==> src/hw/rtl/sm3_hash_engine_top_macros.svh <==
// ----------------------------------------------------------------------------
// SM3 hash engine assertion macros
// Implication macros used by the engine's concurrent checks.
// ----------------------------------------------------------------------------
`ifndef SM3_HASH_ENGINE_TOP_MACROS_SVH
`define SM3_HASH_ENGINE_TOP_MACROS_SVH
`ifndef SYNTHESIS
`define SM3_ASSERT_IMPL(label, clk, rst, ante, cons) \
   label: assert property (@(posedge clk) disable iff (rst) (ante) |-> (cons)) \
      else $error("assertion failed");
`define SM3_ASSERT_NEXT(label, clk, rst, ante, cons) \
   label: assert property (@(posedge clk) disable iff (rst) (ante) |=> (cons)) \
      else $error("assertion failed");
`else
`define SM3_ASSERT_IMPL(label, clk, rst, ante, cons)
`define SM3_ASSERT_NEXT(label, clk, rst, ante, cons)
`endif
`endif

==> src/hw/rtl/sm3_pkg.sv <==
// ----------------------------------------------------------------------------
// SM3 package
// Initial value, round constants and bit helpers for the SM3 engine.
// ----------------------------------------------------------------------------
package sm3_pkg;

   typedef logic [31:0] word_type;

   localparam int unsigned WordCount = 8;
   localparam int unsigned BlockWords = 16;
   localparam int unsigned Rounds = 64;

   localparam word_type Iv [WordCount] = '{
      32'h7380166F, 32'h4914B2B9, 32'h172442D7, 32'hDA8A0600,
      32'hA96F30BC, 32'h163138AA, 32'hE38DEE4D, 32'hB0FB0E4E
   };

   localparam word_type TLow  = 32'h79CC4519;
   localparam word_type THigh = 32'h7A879D8A;
   localparam logic [7:0] PadByte = 8'h80;

   function automatic word_type rotl(input word_type x, input logic [4:0] n);
      rotl = (x << n) | (x >> (6'd32 - {1'b0, n}));
   endfunction

   function automatic word_type perm0(input word_type x);
      perm0 = x ^ rotl(x, 5'd9) ^ rotl(x, 5'd17);
   endfunction

   function automatic word_type perm1(input word_type x);
      perm1 = x ^ rotl(x, 5'd15) ^ rotl(x, 5'd23);
   endfunction

endpackage

==> src/hw/rtl/sm3_hash_engine_top.sv <==
// ----------------------------------------------------------------------------
// SM3 hash engine
// Byte-serial SM3 hash with a 16-word block memory and a one-round-per-cycle
// compression core; emits the 256-bit digest as eight words.
// ----------------------------------------------------------------------------
// channel   ports                                   handshake
// request   req_data_byte, req_has_byte, req_last   start & !busy
// response  rsp_digest_word, rsp_last_word          rsp_valid, one cycle
//
// A plain byte is packed into the current word. The 64th byte of a block
// loads the block memory into the expansion window, runs 64 rounds and
// folds. A last word adds up to 18 padding writes, one or two compressions
// and the eight digest words. Reset is synchronous and loads the IV; the
// block memory is not cleared. Results cannot be stalled.
// ----------------------------------------------------------------------------
module sm3_hash_engine_top (
   input  logic                 clock,
   input  logic                 reset,
   input  logic                 start,
   output logic                 busy,
   input  logic [7:0]           req_data_byte,
   input  logic                 req_has_byte,
   input  logic                 req_last,
   output logic                 rsp_valid,
   output sm3_pkg::word_type    rsp_digest_word,
   output logic                 rsp_last_word
);
   import sm3_pkg::*;

   `include "sm3_hash_engine_top_macros.svh"

   typedef enum logic [2:0] {
      ST_IDLE, ST_PAD, ST_LOAD, ST_ROUND, ST_FOLD, ST_OUT
   } state_type;

   typedef enum logic [1:0] {
      POST_IDLE, POST_PADIN, POST_PAD2, POST_FINAL
   } post_type;

   state_type   state_ff, state_in;
   post_type    post_ff, post_in;
   logic [60:0] total_ff, total_in;
   word_type    cur_ff, cur_in;
   logic [3:0]  pad_ff, pad_in;
   logic        first_ff, first_in;
   logic        lenok_ff, lenok_in;
   logic [4:0]  cnt_ff, cnt_in;
   logic [5:0]  round_ff, round_in;
   logic [2:0]  out_ff, out_in;
   word_type    ch_ff [WordCount];
   word_type    ch_in [WordCount];
   word_type    rr_ff [WordCount];
   word_type    rr_in [WordCount];
   word_type    win_ff [BlockWords];
   word_type    win_in [BlockWords];
   logic        rv_ff, rv_in;
   word_type    rw_ff, rw_in;
   logic        rl_ff, rl_in;

   // block memory
   word_type    mem [BlockWords];
   logic        we;
   logic [3:0]  waddr;
   word_type    wdata;
   word_type    rdata;

   always_ff @(posedge clock) begin
      if (we) begin
         mem[waddr] <= wdata;
      end
      rdata <= mem[cnt_ff[3:0]];
   end

   // round datapath
   word_type tj, a12, ss1, ss2, ffv, ggv, tt1, tt2, wj, wpj, wnext;
   logic [5:0] pos;
   logic [1:0] lane;
   word_type   byte_word, merged, lenval;

   assign pos  = total_ff[5:0];
   assign lane = pos[1:0];

   always_comb begin
      tj  = (round_ff < 6'd16) ? TLow : THigh;
      wj  = win_ff[0];
      wpj = win_ff[0] ^ win_ff[4];
      a12 = rotl(rr_ff[0], 5'd12);
      ss1 = rotl(a12 + rr_ff[4] + rotl(tj, round_ff[4:0]), 5'd7);
      ss2 = ss1 ^ a12;
      if (round_ff < 6'd16) begin
         ffv = rr_ff[0] ^ rr_ff[1] ^ rr_ff[2];
         ggv = rr_ff[4] ^ rr_ff[5] ^ rr_ff[6];
      end else begin
         ffv = (rr_ff[0] & rr_ff[1]) | (rr_ff[0] & rr_ff[2]) | (rr_ff[1] & rr_ff[2]);
         ggv = (rr_ff[4] & rr_ff[5]) | (~rr_ff[4] & rr_ff[6]);
      end
      tt1 = ffv + rr_ff[3] + ss2 + wpj;
      tt2 = ggv + rr_ff[7] + ss1 + wj;
      wnext = perm1(win_ff[0] ^ win_ff[7] ^ rotl(win_ff[13], 5'd15))
            ^ rotl(win_ff[3], 5'd7) ^ win_ff[10];
      byte_word = {24'd0, req_data_byte} << (5'd24 - {lane, 3'd0});
      merged = ((lane == 2'd0) ? 32'd0 : cur_ff)
             | ({24'd0, PadByte} << (5'd24 - {lane, 3'd0}));
      if (lenok_ff && pad_ff == 4'd14) begin
         lenval = total_ff[60:29];
      end else if (lenok_ff && pad_ff == 4'd15) begin
         lenval = {total_ff[28:0], 3'd0};
      end else begin
         lenval = 32'd0;
      end
   end

   always_comb begin
      state_in = state_ff;
      post_in  = post_ff;
      total_in = total_ff;
      cur_in   = cur_ff;
      pad_in   = pad_ff;
      first_in = first_ff;
      lenok_in = lenok_ff;
      cnt_in   = cnt_ff;
      round_in = round_ff;
      out_in   = out_ff;
      ch_in    = ch_ff;
      rr_in    = rr_ff;
      win_in   = win_ff;
      rv_in    = 1'b0;
      rw_in    = rw_ff;
      rl_in    = 1'b0;
      we       = 1'b0;
      waddr    = pad_ff;
      wdata    = first_ff ? merged : lenval;
      case (state_ff)
         ST_IDLE: begin
            if (start) begin
               if (req_has_byte) begin
                  cur_in   = ((lane == 2'd0) ? 32'd0 : cur_ff) | byte_word;
                  total_in = total_ff + 61'd1;
                  if (lane == 2'd3) begin
                     we    = 1'b1;
                     waddr = pos[5:2];
                     wdata = cur_in;
                  end
               end
               if (req_has_byte && pos == 6'd63) begin
                  state_in = ST_LOAD;
                  cnt_in   = 5'd0;
                  post_in  = req_last ? POST_PADIN : POST_IDLE;
               end else if (req_last) begin
                  state_in = ST_PAD;
                  pad_in   = total_in[5:2];
                  first_in = 1'b1;
                  lenok_in = (total_in[5:3] != 3'd7);
               end
            end
         end
         ST_PAD: begin
            we       = 1'b1;
            first_in = 1'b0;
            pad_in   = pad_ff + 4'd1;
            if (pad_ff == 4'd15) begin
               state_in = ST_LOAD;
               cnt_in   = 5'd0;
               post_in  = lenok_ff ? POST_FINAL : POST_PAD2;
            end
         end
         ST_LOAD: begin
            cnt_in = cnt_ff + 5'd1;
            if (cnt_ff != 5'd0) begin
               for (int k = 0; k < BlockWords - 1; k++) begin
                  win_in[k] = win_ff[k + 1];
               end
               win_in[BlockWords - 1] = rdata;
            end
            if (cnt_ff == 5'd16) begin
               state_in = ST_ROUND;
               round_in = 6'd0;
               rr_in    = ch_ff;
            end
         end
         ST_ROUND: begin
            rr_in[0] = tt1;
            rr_in[1] = rr_ff[0];
            rr_in[2] = rotl(rr_ff[1], 5'd9);
            rr_in[3] = rr_ff[2];
            rr_in[4] = perm0(tt2);
            rr_in[5] = rr_ff[4];
            rr_in[6] = rotl(rr_ff[5], 5'd19);
            rr_in[7] = rr_ff[6];
            for (int k = 0; k < BlockWords - 1; k++) begin
               win_in[k] = win_ff[k + 1];
            end
            win_in[BlockWords - 1] = wnext;
            round_in = round_ff + 6'd1;
            if (round_ff == 6'(Rounds - 1)) begin
               state_in = ST_FOLD;
            end
         end
         ST_FOLD: begin
            for (int k = 0; k < WordCount; k++) begin
               ch_in[k] = ch_ff[k] ^ rr_ff[k];
            end
            case (post_ff)
               POST_IDLE: state_in = ST_IDLE;
               POST_PADIN: begin
                  state_in = ST_PAD;
                  pad_in   = 4'd0;
                  first_in = 1'b1;
                  lenok_in = 1'b1;
               end
               POST_PAD2: begin
                  state_in = ST_PAD;
                  pad_in   = 4'd0;
                  first_in = 1'b0;
                  lenok_in = 1'b1;
               end
               POST_FINAL: begin
                  state_in = ST_OUT;
                  out_in   = 3'd0;
               end
               default: state_in = ST_IDLE;
            endcase
         end
         ST_OUT: begin
            rv_in  = 1'b1;
            rw_in  = ch_ff[out_ff];
            rl_in  = (out_ff == 3'd7);
            out_in = out_ff + 3'd1;
            if (out_ff == 3'd7) begin
               state_in = ST_IDLE;
               ch_in    = Iv;
               total_in = 61'd0;
            end
         end
         default: state_in = ST_IDLE;
      endcase
   end

   always_ff @(posedge clock) begin
      if (reset) begin
         state_ff <= ST_IDLE;
         post_ff  <= POST_IDLE;
         total_ff <= 61'd0;
         ch_ff    <= Iv;
         rv_ff    <= 1'b0;
         rl_ff    <= 1'b0;
         pad_ff   <= 4'd0;
         first_ff <= 1'b0;
         lenok_ff <= 1'b0;
         cnt_ff   <= 5'd0;
         round_ff <= 6'd0;
         out_ff   <= 3'd0;
      end else begin
         state_ff <= state_in;
         post_ff  <= post_in;
         total_ff <= total_in;
         ch_ff    <= ch_in;
         rv_ff    <= rv_in;
         rl_ff    <= rl_in;
         pad_ff   <= pad_in;
         first_ff <= first_in;
         lenok_ff <= lenok_in;
         cnt_ff   <= cnt_in;
         round_ff <= round_in;
         out_ff   <= out_in;
      end
      cur_ff <= cur_in;
      rr_ff  <= rr_in;
      win_ff <= win_in;
      rw_ff  <= rw_in;
   end

   assign busy            = (state_ff != ST_IDLE);
   assign rsp_valid       = rv_ff;
   assign rsp_digest_word = rw_ff;
   assign rsp_last_word   = rl_ff;

   `SM3_ASSERT_IMPL(a_last_has_valid, clock, reset, rl_ff, rv_ff)
   `SM3_ASSERT_IMPL(a_round_in_range, clock, reset, state_ff == ST_LOAD, cnt_ff <= 5'd16)
   `SM3_ASSERT_IMPL(a_last_ends_msg, clock, reset, rl_ff, total_ff == 61'd0)
   `SM3_ASSERT_NEXT(a_out_streams, clock, reset,
      state_ff == ST_OUT && out_ff != 3'd7, state_ff == ST_OUT)
endmodule

==> config.mk <==
export PLATFORM = sky130hd
export DESIGN_NAME = sm3_hash_engine_top
export DESIGN_NICKNAME = d
export VERILOG_FILES = /design/src/hw/rtl/sm3_pkg.sv /design/src/hw/rtl/sm3_hash_engine_top.sv
export VERILOG_INCLUDE_DIRS = /design/src /design/src/hw/rtl
export SDC_FILE = /design/constraint.sdc
export NUM_CORES = 2
export LEC_CHECK = 0
export ABC_AREA = 0
export BUFFER_PORTS_ARGS = -buffer_cell sky130_fd_sc_hd__buf_2
export CORE_MARGIN = 8
export CORE_UTILIZATION = 65
export DETAILED_ROUTE_END_ITERATION = 10
export HOLD_SLACK_MARGIN = 0.06
export MAX_ROUTING_LAYER = met4
export PLACE_DENSITY_LB_ADDON = 0.1
export SLEW_MARGIN = 5
export SYNTH_ARGS = -nofsm -noshare
export SYNTH_HDL_FRONTEND = slang
export SYNTH_SLANG_ARGS = --single-unit
==> constraint.sdc <==
create_clock -name clock -period 76.5 [get_ports clock]
set_input_delay 15.3 -clock clock [delete_from_list [all_inputs] [get_ports clock]]
set_output_delay 15.3 -clock clock [all_outputs]
set_load 0.02 [all_outputs]
==> results.md <==
* Setup crit end kind: flop
* Register Area at 0.0479 sq mm
* Placed Area at ~0.083 sq mm
* Htree depth at 4
* Area of the mapped netlist at 0.0811 sq mm
* Fin crit share at 23.3%
* Core area at 0.124 sq mm
* Unrepaired setup endpoints after global routing: no
* F_max at roughly 0.056 GHz
* # Max-Cap Violations at 0
* CTS root buffer: clkbuf_16
* Initial antenna violation count at 11
* Vias in the first global route at 50051
* Async set-or-reset flop fraction in the synthesized netlist at 0%
* Share of cells above drive strength 1 at 11.0%
* Synth cell types at 82
* Fin Setup TNS at 0 ns
* Tmin final at 17.84 ns
* Final-stage net count at 6757
* Port bufs at 47
* Hold-fix buffers at CTS at 0
* Cts bufs inserted at approximately 170
* IO Count at 48
* Total wire length at 234 mm
* Syn avg cell area at 12.5 sq um
* Outcome: completed
* Synthesis Warnings at 0
* Worst Tran Pin Value at 1.33 ns
* Die Area at 0.136 sq mm
* Die Wd at 369 um
* Post-route cell area at between 0.08 and 0.09 sq mm
* Dpl hpwl at 161 mm
* Post-CTS setup buffers at 0
* Critical Path Fanout Max at 46
* Critical Path RT at 76.90 ns
* Drt drc at 0
* Finished Layout Cells at 8234
* DR iter-0 viols at approximately 7000
* Post-synth EDFFs at 1344
* PnR worst setup slack at 58.66 ns
* TritonRoute pass-1 iters at 6
* Crit path launch type: input port
* Rows at 129
* Arrival @ worst endpoint at ~18 ns
* Hold Path Class: reg2reg
* Final Wtd Congestion at 1.02
* Post-synthesis sequential area ratio at 59.0%
* Clock tree from TritonCTS: built
* Synth Flop Type: edfxtp_1
* Fin. Hold Viols at 0
* Synthesized flop and latch total at 1720
* Dpl ws at 57.86 ns
* Synthesized net count at 6779
* Post-cts resize count at 0
* Clk Latency, worst-skew pair at 0.81 ns
* First-pass GRT wire length at 340 mm
* CP Class: in2reg
* Pins Over Slew Limit at 0
* Via density per instance at 6.40
* Slew HR at a little under an eighth
* # setup viols final at 0
* Initial Util at between 60% and 70%
* Largest net degree at the start of global routing at 189
* WL/cell at 28.4 um
* Maximum VDD drop at around 25 uV
* Leakage at 32.1 nW
* Overflow after GRT at 0
* Fin util at between 70% and 80%
* Cells after DPL at around 7900
* Fillers at approximately 8300
* Via count at ~53000
* Pwr/cell area at 24.3 mW/mm^2
* Worst-path clk slew at 0.07 ns
* Worst clock skew at 0.0523 ns
* Remaining antenna violation count at 0
* Die H at between 300 and 400 um
* CTS Sinks at roughly 1700
* GRT Total Usage at 35.0%
* Footprint of the multi-input gates at ~0.031 sq mm
* Longest Clk Path Bufs at 3
* Area Overhead vs Synth at 9.34%
* Synth Instances at 6467
[synth_stat cells (all sizes together), types with 8 or more instances]
library cell	count	share of area, %
edfxtp	1344	50
nand2	1059	4.9
o21ai	400	2.5
nor2	386	1.8
dfxtp	376	9.3
xnor2	345	3.7
a21oi	337	2.1
xor2	262	2.8
clkbuf	259	1.2
inv	252	1.2
mux4	224	6.2
fa	188	4.6
and3	158	1.2
ha	111	1.7
a21o	81	0.75
nand3	72	0.44
mux2	71	0.99
buf	57	0.29
nor3	50	0.31
nor2b	40	0.31
a22oi	34	0.31
nand2b	33	0.25
mux2i	31	0.38
a31oi	27	0.21
o211ai	27	0.26
nand4	21	0.18
or3	21	0.16
a211oi	19	0.19
o21a	17	0.16
o22ai	17	0.13
a221oi	15	0.17
and2	10	0.077
o21bai	10	0.093
a311oi	9	0.10
o221ai	9	0.097
and4	8	0.086
nor3b	8	0.074
o31ai	8	0.074
[through the flow]
| stage | hold slack (ns) | power [mW] |
|---|---|---|
| 2_1_floorplan | 0.400 | 1.21 |
| 3_3_place_gp | 0.400 | 1.32 |
| 3_5_place_dp | 0.405 | 1.32 |
| 4_1_cts | 0.415 | 2.16 |
| 5_1_grt | 0.421 | 2.21 |
| 6_report | 0.415 | 2.15 |
[logic make-up (layout without fill, tap and decap cells)]
| family | Yosys count | after routing | share of synthesized area (%) |
|---|---|---|---|
| compound gates | 1053 | 1053 | 7.61 |
| xor+xnor | 615 | 615 | 6.80 |
| fa+ha+maj | 300 | 300 | 6.36 |
| buf+inv | 571 | 692 | 2.67 |
| flops | 1720 | 1720 | 59.0 |
| mux | 326 | 326 | 7.59 |
| other cells | 0 | 9 | 0 |
| simple gates | 1882 | 1882 | 9.94 |
[worst paths after layout]
check	startpoint	end	depth (start not counted)	slack, ns
max	start	mem[9][13]	9	58.66
min	win_ff[348]	win_ff[380]	0	0.42
max reg2reg	round_ff[5]	rr_ff[254]	33	64.93
min reg2reg	win_ff[348]	win_ff[380]	0	0.42
[critical path, stage by stage]
cell and delay, ns:
buf_2 0.11, inv_1 0.07, nor2_1 0.08, and2_1 0.16
buf_4 0.27, nand2_2 0.13, buf_4 0.57, a31oi_1 0.46
nor2_4 1.04
[layer usage]
layer	vias up	track usage, %	routed length [um]
li1	23066	-	-
met1	26261	44.8	88600
met2	2787	52.7	108000
met3	566	5.35	18500
met4	0	22.7	18800
met5	-	-	0
[flip-flops by register name, summed over array words and instances, names as in the netlist]
name and cells:
first_ff 1, wj 32, round_ff 6, rr_ff 256
ch_ff 256, post_ff 2, out_ff 3, pad_ff 4
cnt_ff 5, rsp_valid 1, lenok_ff 1, cur_ff 32
state_ff 3, mem 512, rsp_last_word 1, total_ff 61
rdata 32, rsp_digest_word 32, win_ff 480
[final cells by class]
class / instances / area share, %
clock inverter: 82 / 1.02
clock buffer: 234 / 5.40
inverter: 255 / 1.09
tap: 1637 / 2.31
multi-input combinational: 4176 / 35.2
antenna: 9 / 0.0254
timing repair buffer: 121 / 0.906
sequential: 1720 / 54.0
[layout by cell type, fill, tap and decap left out, drive strengths merged, types with 71 or more instances in the layout]
| cell | n |
|---|---|
| fa | 188 |
| dfxtp | 376 |
| nor2 | 386 |
| a21o | 81 |
| xor2 | 262 |
| clkbuf | 234 |
| xnor2 | 345 |
| ha | 111 |
| a21oi | 337 |
| and3 | 158 |
| mux2 | 71 |
| mux4 | 224 |
| inv | 261 |
| buf | 121 |
| nand3 | 72 |
| edfxtp | 1344 |
| o21ai | 400 |
| nand2 | 1059 |
[where the power goes]
part,internal (mW),switching [mW]
sequential,1.02,0.00853
combinational,0.0975,0.182
clock,0.483,0.367
total,1.60,0.558
Note: power is estimated with default switching activity, not from simulation.
